### config.mk
export PLATFORM = sky130hd
export DESIGN_NAME = ambient_light_brightness_controller
export DESIGN_NICKNAME = d
export VERILOG_FILES = /design/src/sv/albc_pkg.sv /design/src/sv/ambient_light_brightness_controller.sv
export SDC_FILE = /design/constraint.sdc
export NUM_CORES = 2
export LEC_CHECK = 0
export BUFFER_PORTS_ARGS = -buffer_cell sky130_fd_sc_hd__buf_2
export CORE_MARGIN = 5
export CORE_UTILIZATION = 45
export CTS_CLUSTER_DIAMETER = 100
export DETAILED_ROUTE_END_ITERATION = 10
export PLACE_DENSITY = 0.59
export REMOVE_ABC_BUFFERS = 1
export SYNTH_ARGS = -nofsm -noshare
export SYNTH_HDL_FRONTEND = slang
export SYNTH_SLANG_ARGS = --single-unit
### constraint.sdc
create_clock -name i_clk -period 17.3 [get_ports i_clk]
set_input_delay 0.865 -clock i_clk [delete_from_list [all_inputs] [get_ports i_clk]]
set_output_delay 0.865 -clock i_clk [all_outputs]
set_load 0.01 [all_outputs]
### src/sv/albc_pkg.sv
`timescale 1ns / 1ps
// ----------------------------------------------------------------------------
// albc_pkg
// Types, register indexes and constants shared by the ambient light
// brightness controller.
// ----------------------------------------------------------------------------
package albc_pkg;

    localparam int LUX_WIDTH   = 24;
    localparam int MAX_POINTS  = 8;
    localparam int PT_LUX_W    = 24;
    localparam int LVL_W       = 8;
    localparam int CFG_DATA_W  = 64;
    localparam int CFG_IDX_W   = 3;
    localparam int PT_IDX_W    = 3;
    localparam int ALPHA_W     = 9;

    localparam logic [LVL_W-1:0]   LEVEL_NO_MATCH = 8'd128;
    localparam logic [LVL_W-1:0]   TARGET_RESET   = 8'd128;
    localparam logic [ALPHA_W-1:0] ALPHA_ONE      = 9'd256;
    localparam logic [ALPHA_W-1:0] ALPHA_RESET    = 9'd77;
    localparam logic [31:0]        LIMITS_RESET   = 32'h0505_FF0A;
    localparam logic [3:0]         POINTS_RESET   = 4'd2;

    // Configuration register indexes.
    localparam logic [CFG_IDX_W-1:0] REG_MAP_PAIR_0  = 3'd0;
    localparam logic [CFG_IDX_W-1:0] REG_MAP_PAIR_1  = 3'd1;
    localparam logic [CFG_IDX_W-1:0] REG_MAP_PAIR_2  = 3'd2;
    localparam logic [CFG_IDX_W-1:0] REG_MAP_PAIR_3  = 3'd3;
    localparam logic [CFG_IDX_W-1:0] REG_MAP_POINTS  = 3'd4;
    localparam logic [CFG_IDX_W-1:0] REG_ALPHA       = 3'd5;
    localparam logic [CFG_IDX_W-1:0] REG_LIMITS      = 3'd6;
    localparam logic [CFG_IDX_W-1:0] REG_AUTO_ENABLE = 3'd7;

    typedef struct packed {
        logic [LUX_WIDTH-1:0] lux_sample;
        logic                 read_failed;
    } t_in_item;

    typedef struct packed {
        logic [LVL_W-1:0]     applied_level;
        logic                 level_changed;
        logic [LVL_W-1:0]     target_level;
        logic [LUX_WIDTH-1:0] smoothed_light;
    } t_out_item;

    // One table point as packed in a 32-bit half of a map pair.
    typedef struct packed {
        logic [LVL_W-1:0]    level;
        logic [PT_LUX_W-1:0] lux;
    } t_point;

    // The minimum sits in the low byte, the fade step in the high byte.
    typedef struct packed {
        logic [LVL_W-1:0] step;
        logic [LVL_W-1:0] hyst;
        logic [LVL_W-1:0] hi;
        logic [LVL_W-1:0] lo;
    } t_limits;

    typedef enum logic [7:0] {
        ST_IDLE   = 8'b0000_0001,
        ST_AVG    = 8'b0000_0010,
        ST_FIRST  = 8'b0000_0100,
        ST_LAST   = 8'b0000_1000,
        ST_SEARCH = 8'b0001_0000,
        ST_MUL    = 8'b0010_0000,
        ST_DIV    = 8'b0100_0000,
        ST_LIMIT  = 8'b1000_0000
    } t_state;

endpackage

### src/sv/ambient_light_brightness_controller.sv
`timescale 1ns / 1ps
// ----------------------------------------------------------------------------
// ambient_light_brightness_controller
// Smooths light samples, maps them through a piecewise-linear table and
// slews the backlight level toward a hysteresis-filtered target.
// ----------------------------------------------------------------------------
//  channel  | direction | handshake                  | payload
//  ---------+-----------+----------------------------+----------------------
//  in       | input     | i_in_valid / o_in_stall    | i_in_data  (t_in_item)
//  out      | output    | o_out_valid / i_out_stall  | o_out_data (t_out_item)
//  cfg      | input     | i_cfg_we                   | i_cfg_index, i_cfg_data
//
// A disabled block or a failed read goes straight from idle to the limit
// step; otherwise one shared multiplier serves the average and the
// interpolation product, the segment search reads one table point per cycle
// and the quotient comes from an 8-step restoring divider. Reset is
// synchronous and needs no clearing pass. A new item is taken while the
// previous result still waits in the output register; the sequencer holds
// its last step until that register is free.
// ----------------------------------------------------------------------------
module ambient_light_brightness_controller (
    input  logic                                 i_clk,
    input  logic                                 i_rst_n,
    input  logic                                 i_in_valid,
    output logic                                 o_in_stall,
    input  albc_pkg::t_in_item                   i_in_data,
    output logic                                 o_out_valid,
    input  logic                                 i_out_stall,
    output albc_pkg::t_out_item                  o_out_data,
    input  logic                                 i_cfg_we,
    input  logic [albc_pkg::CFG_IDX_W-1:0]       i_cfg_index,
    input  logic [albc_pkg::CFG_DATA_W-1:0]      i_cfg_data
);
    import albc_pkg::*;

    // Configuration.
    logic [CFG_DATA_W-1:0] r_map_pair [4];
    logic [3:0]            r_map_points;
    logic [ALPHA_W-1:0]    r_alpha;
    t_limits               r_limits;
    logic                  r_enable;

    // Block state.
    logic [LUX_WIDTH-1:0]  r_avg, n_avg;
    logic [LVL_W-1:0]      r_target, n_target;
    logic [LVL_W-1:0]      r_applied, n_applied;

    // Sequencer and work registers.
    t_state                r_state, n_state;
    logic [LUX_WIDTH-1:0]  r_sample, n_sample;
    logic                  r_skip, n_skip;
    logic [PT_IDX_W-1:0]   r_idx, n_idx;
    t_point                r_prev, n_prev;
    logic [LVL_W-1:0]      r_b0, n_b0;
    logic [LVL_W-1:0]      r_dmag, n_dmag;
    logic                  r_neg, n_neg;
    logic [PT_LUX_W-1:0]   r_span, n_span;
    logic [PT_LUX_W-1:0]   r_off, n_off;
    logic [31:0]           r_rem, n_rem;
    logic [LVL_W-1:0]      r_quot, n_quot;
    logic [2:0]            r_cnt, n_cnt;
    logic [LVL_W-1:0]      r_lvl, n_lvl;

    logic                  r_out_valid, n_out_valid;
    t_out_item             r_out, n_out;

    // Combinational helpers.
    logic                  in_accept;
    logic                  out_free;
    logic [CFG_DATA_W-1:0] pt_pair;
    t_point                pt;
    logic [PT_IDX_W-1:0]   last_idx;
    logic [ALPHA_W-1:0]    alpha_sat;
    logic signed [24:0]    mul_a;
    logic signed [9:0]     mul_b;
    logic signed [34:0]    mul_p;
    logic signed [35:0]    avg_acc;
    logic [8:0]            delta;
    logic [31:0]           div_cmp;
    logic [LVL_W-1:0]      quot_next;
    logic [LVL_W-1:0]      q_signed;
    logic [LVL_W-1:0]      lvl_lo, lvl_c, dt, da, fade_t, fade_a;
    logic                  fade_chg;

    assign in_accept   = i_in_valid && !o_in_stall;
    assign o_in_stall  = (r_state != ST_IDLE);
    assign out_free    = !r_out_valid || !i_out_stall;
    assign o_out_valid = r_out_valid;
    assign o_out_data  = r_out;

    // Single table point read port.
    assign pt_pair  = r_map_pair[r_idx[2:1]];
    assign pt       = r_idx[0] ? t_point'(pt_pair[63:32]) : t_point'(pt_pair[31:0]);

    always_comb begin
        if (r_map_points == 4'd0) begin
            last_idx = '0;
        end else if (r_map_points > 4'(MAX_POINTS)) begin
            last_idx = PT_IDX_W'(MAX_POINTS - 1);
        end else begin
            last_idx = PT_IDX_W'(r_map_points - 4'd1);
        end
    end

    assign alpha_sat = (r_alpha > ALPHA_ONE) ? ALPHA_ONE : r_alpha;

    // Shared multiplier: average update and interpolation product.
    always_comb begin
        if (r_state == ST_AVG) begin
            mul_a = $signed({1'b0, r_sample}) - $signed({1'b0, r_avg});
            mul_b = $signed({1'b0, alpha_sat});
        end else begin
            mul_a = $signed({1'b0, r_off});
            mul_b = $signed({2'b00, r_dmag});
        end
    end
    assign mul_p   = mul_a * mul_b;
    assign avg_acc = $signed({4'b0000, r_avg, 8'h00}) + 36'(mul_p);

    assign delta = {1'b0, pt.level} - {1'b0, r_prev.level};

    // Restoring division step; the quotient never exceeds eight bits.
    assign div_cmp   = {8'h00, r_span} << r_cnt;
    always_comb begin
        quot_next = r_quot;
        if (r_rem >= div_cmp) begin
            quot_next[r_cnt] = 1'b1;
        end
    end
    assign q_signed = r_neg ? (8'd0 - quot_next) : quot_next;

    // Limits, hysteresis and fade.
    always_comb begin
        lvl_lo  = (r_lvl < r_limits.lo) ? r_limits.lo : r_lvl;
        lvl_c   = (lvl_lo > r_limits.hi) ? r_limits.hi : lvl_lo;
        dt      = (lvl_c > r_target) ? (lvl_c - r_target) : (r_target - lvl_c);
        fade_t  = (dt >= r_limits.hyst) ? lvl_c : r_target;
        da      = (fade_t > r_applied) ? (fade_t - r_applied) : (r_applied - fade_t);
        fade_chg = (fade_t != r_applied);
        if (!fade_chg || da <= r_limits.step) begin
            fade_a = fade_t;
        end else if (fade_t > r_applied) begin
            fade_a = r_applied + r_limits.step;
        end else begin
            fade_a = r_applied - r_limits.step;
        end
    end

    always_comb begin
        n_state     = r_state;
        n_avg       = r_avg;
        n_target    = r_target;
        n_applied   = r_applied;
        n_sample    = r_sample;
        n_skip      = r_skip;
        n_idx       = r_idx;
        n_prev      = r_prev;
        n_b0        = r_b0;
        n_dmag      = r_dmag;
        n_neg       = r_neg;
        n_span      = r_span;
        n_off       = r_off;
        n_rem       = r_rem;
        n_quot      = r_quot;
        n_cnt       = r_cnt;
        n_lvl       = r_lvl;
        n_out       = r_out;
        n_out_valid = r_out_valid && i_out_stall;

        case (r_state)
            ST_IDLE: begin
                if (in_accept) begin
                    n_sample = i_in_data.lux_sample;
                    n_skip   = !r_enable || i_in_data.read_failed;
                    n_state  = (!r_enable || i_in_data.read_failed) ? ST_LIMIT : ST_AVG;
                end
            end
            ST_AVG: begin
                if (r_avg == '0) begin
                    n_avg = r_sample;
                end else begin
                    n_avg = avg_acc[8 +: LUX_WIDTH];
                end
                n_idx   = '0;
                n_state = ST_FIRST;
            end
            ST_FIRST: begin
                if (r_avg <= pt.lux) begin
                    n_lvl   = pt.level;
                    n_state = ST_LIMIT;
                end else begin
                    n_prev  = pt;
                    n_idx   = last_idx;
                    n_state = ST_LAST;
                end
            end
            ST_LAST: begin
                if (r_avg >= pt.lux) begin
                    n_lvl   = pt.level;
                    n_state = ST_LIMIT;
                end else begin
                    n_idx   = PT_IDX_W'(1);
                    n_state = ST_SEARCH;
                end
            end
            ST_SEARCH: begin
                if (r_avg >= r_prev.lux && r_avg <= pt.lux) begin
                    n_b0   = r_prev.level;
                    n_neg  = delta[8];
                    n_dmag = delta[8] ? (8'd0 - delta[7:0]) : delta[7:0];
                    n_span = pt.lux - r_prev.lux;
                    n_off  = r_avg - r_prev.lux;
                    if (pt.lux == r_prev.lux) begin
                        // A segment of zero width adds nothing.
                        n_lvl   = r_prev.level;
                        n_state = ST_LIMIT;
                    end else begin
                        n_state = ST_MUL;
                    end
                end else if (r_idx == last_idx) begin
                    n_lvl   = LEVEL_NO_MATCH;
                    n_state = ST_LIMIT;
                end else begin
                    n_prev = pt;
                    n_idx  = r_idx + PT_IDX_W'(1);
                end
            end
            ST_MUL: begin
                n_rem   = mul_p[31:0];
                n_quot  = '0;
                n_cnt   = 3'd7;
                n_state = ST_DIV;
            end
            ST_DIV: begin
                n_quot = quot_next;
                if (r_rem >= div_cmp) begin
                    n_rem = r_rem - div_cmp;
                end
                if (r_cnt == 3'd0) begin
                    n_lvl   = r_b0 + q_signed;
                    n_state = ST_LIMIT;
                end else begin
                    n_cnt = r_cnt - 3'd1;
                end
            end
            ST_LIMIT: begin
                if (out_free) begin
                    n_out_valid = 1'b1;
                    if (r_skip) begin
                        n_out.applied_level = r_applied;
                        n_out.level_changed = 1'b0;
                        n_out.target_level  = r_target;
                    end else begin
                        n_target  = fade_t;
                        n_applied = fade_a;
                        n_out.applied_level = fade_a;
                        n_out.level_changed = fade_chg;
                        n_out.target_level  = fade_t;
                    end
                    n_out.smoothed_light = r_avg;
                    n_state = ST_IDLE;
                end
            end
            default: begin
                n_state = ST_IDLE;
            end
        endcase
    end

    // Configuration writes.
    always_ff @(posedge i_clk) begin
        if (!i_rst_n) begin
            r_map_pair[0] <= '0;
            r_map_pair[1] <= '0;
            r_map_pair[2] <= '0;
            r_map_pair[3] <= '0;
            r_map_points  <= POINTS_RESET;
            r_alpha       <= ALPHA_RESET;
            r_limits      <= t_limits'(LIMITS_RESET);
            r_enable      <= 1'b1;
        end else if (i_cfg_we) begin
            case (i_cfg_index)
                REG_MAP_PAIR_0:  r_map_pair[0] <= i_cfg_data;
                REG_MAP_PAIR_1:  r_map_pair[1] <= i_cfg_data;
                REG_MAP_PAIR_2:  r_map_pair[2] <= i_cfg_data;
                REG_MAP_PAIR_3:  r_map_pair[3] <= i_cfg_data;
                REG_MAP_POINTS:  r_map_points  <= i_cfg_data[3:0];
                REG_ALPHA:       r_alpha       <= i_cfg_data[ALPHA_W-1:0];
                REG_LIMITS:      r_limits      <= t_limits'(i_cfg_data[31:0]);
                REG_AUTO_ENABLE: r_enable      <= i_cfg_data[0];
                default: begin
                end
            endcase
        end
    end

    // Control and block state.
    always_ff @(posedge i_clk) begin
        if (!i_rst_n) begin
            r_state     <= ST_IDLE;
            r_out_valid <= 1'b0;
            r_avg       <= '0;
            r_target    <= TARGET_RESET;
            r_applied   <= '0;
        end else begin
            r_state     <= n_state;
            r_out_valid <= n_out_valid;
            r_avg       <= n_avg;
            r_target    <= n_target;
            r_applied   <= n_applied;
        end
    end

    // Work registers.
    always_ff @(posedge i_clk) begin
        r_sample <= n_sample;
        r_skip   <= n_skip;
        r_idx    <= n_idx;
        r_prev   <= n_prev;
        r_b0     <= n_b0;
        r_dmag   <= n_dmag;
        r_neg    <= n_neg;
        r_span   <= n_span;
        r_off    <= n_off;
        r_rem    <= n_rem;
        r_quot   <= n_quot;
        r_cnt    <= n_cnt;
        r_lvl    <= n_lvl;
        r_out    <= n_out;
    end

endmodule

==> flow_summary.ini <==
[synth]
yosys.area.top_type_share_pct = 34.3
synth_area_leaders = edfxtp_1 34%, ha_1 9.3%, fa_1 8.9%
synth_edf_count = 473
synth_common_cells = 473 x edfxtp_1, 415 x inv_1, 384 x nand2_1
synth.most_common_cell = edfxtp_1
synth_ff_type = edfxtp_1
ys_async_sr_fraction_pct = 0
avgSynthCellArea_um2 = 10.3
synth_top_area_cell = edfxtp_1
yosys_warnings = 0
ys_seq_elements = 570
yosysSeqAreaShare_pct = 39.0
synth_cell_types = 86
syn_area_um2 = 41400
syn_inst = 4014

[routing]
vias_per_cell = 5.55
routed_wl_um = 117000
num_vias = 29800
drt_iter0_drc = 2198
antenna_left = 0
wl_per_cell_um = 21.8
drc = 0
drtPass1Iterations = 5

[timing]
relSlewSlack_pct = 20.1
finalSetupViolCount = 0
slew_violations = 0
hold_violations = 0
min_period_ns = 13.36
fin_skew_ns = 0.0350
grt_setup_unrepaired = false
min_period_over_period_pct = 77.2
max_freq_mhz = 74.9
hold_ws_ns = 0.407
fin_setup_tns_ns = 0
tightest_slew_ns = 1.19

[clock_tree]
root_buffer = clkbuf_16
cts.reportedPaths.clkPinSlew_ns = 0.06
clk_path_buf_depth = 3
cts_resized = 0
post_cts_buffers = 0
cts_hold_buf = 0
cts_tree = built
htree_levels = 3
cts_buffers = 70
insertion_delay_ns = 0.64
cts.sinks = 570

[place]
io_buffer_count = 139
routabilityCongestion = 0.888
dpl.hpwl_um = 87100

[finish]
drive_gt1_share_pct = 10.7
ff_latch_area_um2 = 16200
syn_to_final_growth_pct = 10.8
fillers = 8371
multi_input_area_um2 = 23300
nets = 4713

[setup_path]
crit_required_ns = 17.67
worstPathArrival_ns = 13.73
path_common_cell = a21oi_1
critical_path_class = reg -> reg
crit_path_end_kind = register
start_kind = register
rr_worst_depth = 55
cp_max_fo = 17
slowest_delay_ns = 0.98
cp_slowest_cell = o31ai_2

[floorplan]
core_area_um2 = 91500
die_area_um2 = 98100
ioPinCount = 140
die_w_um = 313
initial_utilization_pct = 45.2
die_y_um = 313
num_rows = 111

[global_routing]
antenna_found_initial = 9
gr-total-overflow = 0
grt_pass1_vias = 29900
grt_first_pass_wirelength_um = 180000
grt_max_degree = 68
track_usage_pct = 23.7

[status]
status = finished, final reports clean

[power]
total_leakage_power_nw = 19.1
total_power_mw = 4.64
vdd_drop_max_v = 0.0000825
power_density_nw_per_um2 = 101

[worst_hold_path]
hold_path_class = in -> reg
min_path_cells = 1

[run]
drv_cap = 0
==> cell type report <==
type	instances	share of cell area [%]
well taps	1186	3.24
flip-flops and latches	570	35.2
diodes	6	0.0327
inverters	416	3.41
repair buffers	182	2.22
multi-input cells	2884	50.8
clock inverters	32	0.906
clock buffers	94	4.21
==> layer usage <==
metal | wire (um) | track usage [%] | vias up
met4 | 3300 | 6.24 | 4
met3 | 6530 | 3.75 | 183
met2 | 56100 | 40.4 | 788
li1 | - | - | 14300
met1 | 51300 | 31.8 | 14600
met5 | 14 | 0 | -
==> placed cells by master, fill, tap and decap left out, types with 28 or more instances in the layout <==
cell type,instances
o21ai_0,147
mux2_2,32
nand4_1,29
inv_1,415
nor2_1,297
a31oi_1,28
buf_4,43
nand2b_1,35
edfxtp_1,473
dfxtp_1,95
mux2i_1,105
mux4_2,74
nand2_1,384
clkbuf_16,71
and3_1,28
nor2b_1,39
xor2_1,54
o21a_1,29
buf_2,139
a211oi_1,35
ha_1,307
and2_1,285
nor3_1,35
nand3_1,48
a21o_1,85
xnor2_1,137
fa_1,185
a21oi_1,211
==> critical path, delay by kind of cell (launching register included) <==
family	cells	cell delay, ns
buffers and inverters	6	1.19
AND/OR/NAND/NOR	8	0.97
flip-flops	1	0.33
multiplexers	5	1.30
adder cells (fa/ha/maj)	6	1.71
AO/OA/AOI/OAI	28	7.27
XOR/XNOR	2	0.30
==> registers in the layout, indices dropped and copies added (netlist names), 9 cells and up, named ones only <==
| register | cells |
|---|---|
| r_rem | 32 |
| r_prev | 32 |
| r_span | 24 |
| r_avg | 24 |
| o_out_data | 41 |
| r_sample | 24 |
| r_map_pair | 256 |
| r_alpha | 9 |
| r_limits | 32 |
| r_off | 24 |
==> metrics by stage <==
stage                     setup slack, ns  cell area (um2)  std cells  util [%]
after global placement               4.25            43500       5238      47.5
after floorplan                      3.75            40800       3870         -
after global routing                 2.69            45800       5364      50.1
after CTS                            3.97            45800       5364      50.1
final                                3.94            45800       5370      50.1
after detailed placement             4.04            43500       5238      47.5
==> cells by family (layout without fill, tap and decap cells) <==
family | Yosys count | count (layout) | share of synthesized area [%]
AND/OR/NAND/NOR | 1268 | 1268 | 15.0
buffers and inverters | 560 | 724 | 5.11
flip-flops | 570 | 570 | 39.0
multiplexers | 211 | 211 | 7.44
other | 0 | 6 | 0
adder cells (fa/ha/maj) | 494 | 494 | 18.3
XOR/XNOR | 191 | 191 | 4.04
AO/OA/AOI/OAI | 720 | 720 | 11.1
==> report_power, final <==
group          total [mW]  switching (mW)  internal, mW
Clock                1.49           0.618         0.872
Sequential           1.61          0.0332          1.58
Combinational        1.53           0.951         0.583
Total                4.64            1.60          3.04
==> path summary, 6_finish.rpt <==
kind / from / end / slack (ns)
worst max-delay path: r_limits[1] / o_out_data[36] / 3.94
worst min-delay path: i_in_data[9] / r_sample[8] / 0.41
worst max register to register: r_limits[1] / o_out_data[36] / 3.94
worst min register to register: r_limits[21] / r_limits[21] / 0.46
(Power assumes the default switching activity.)
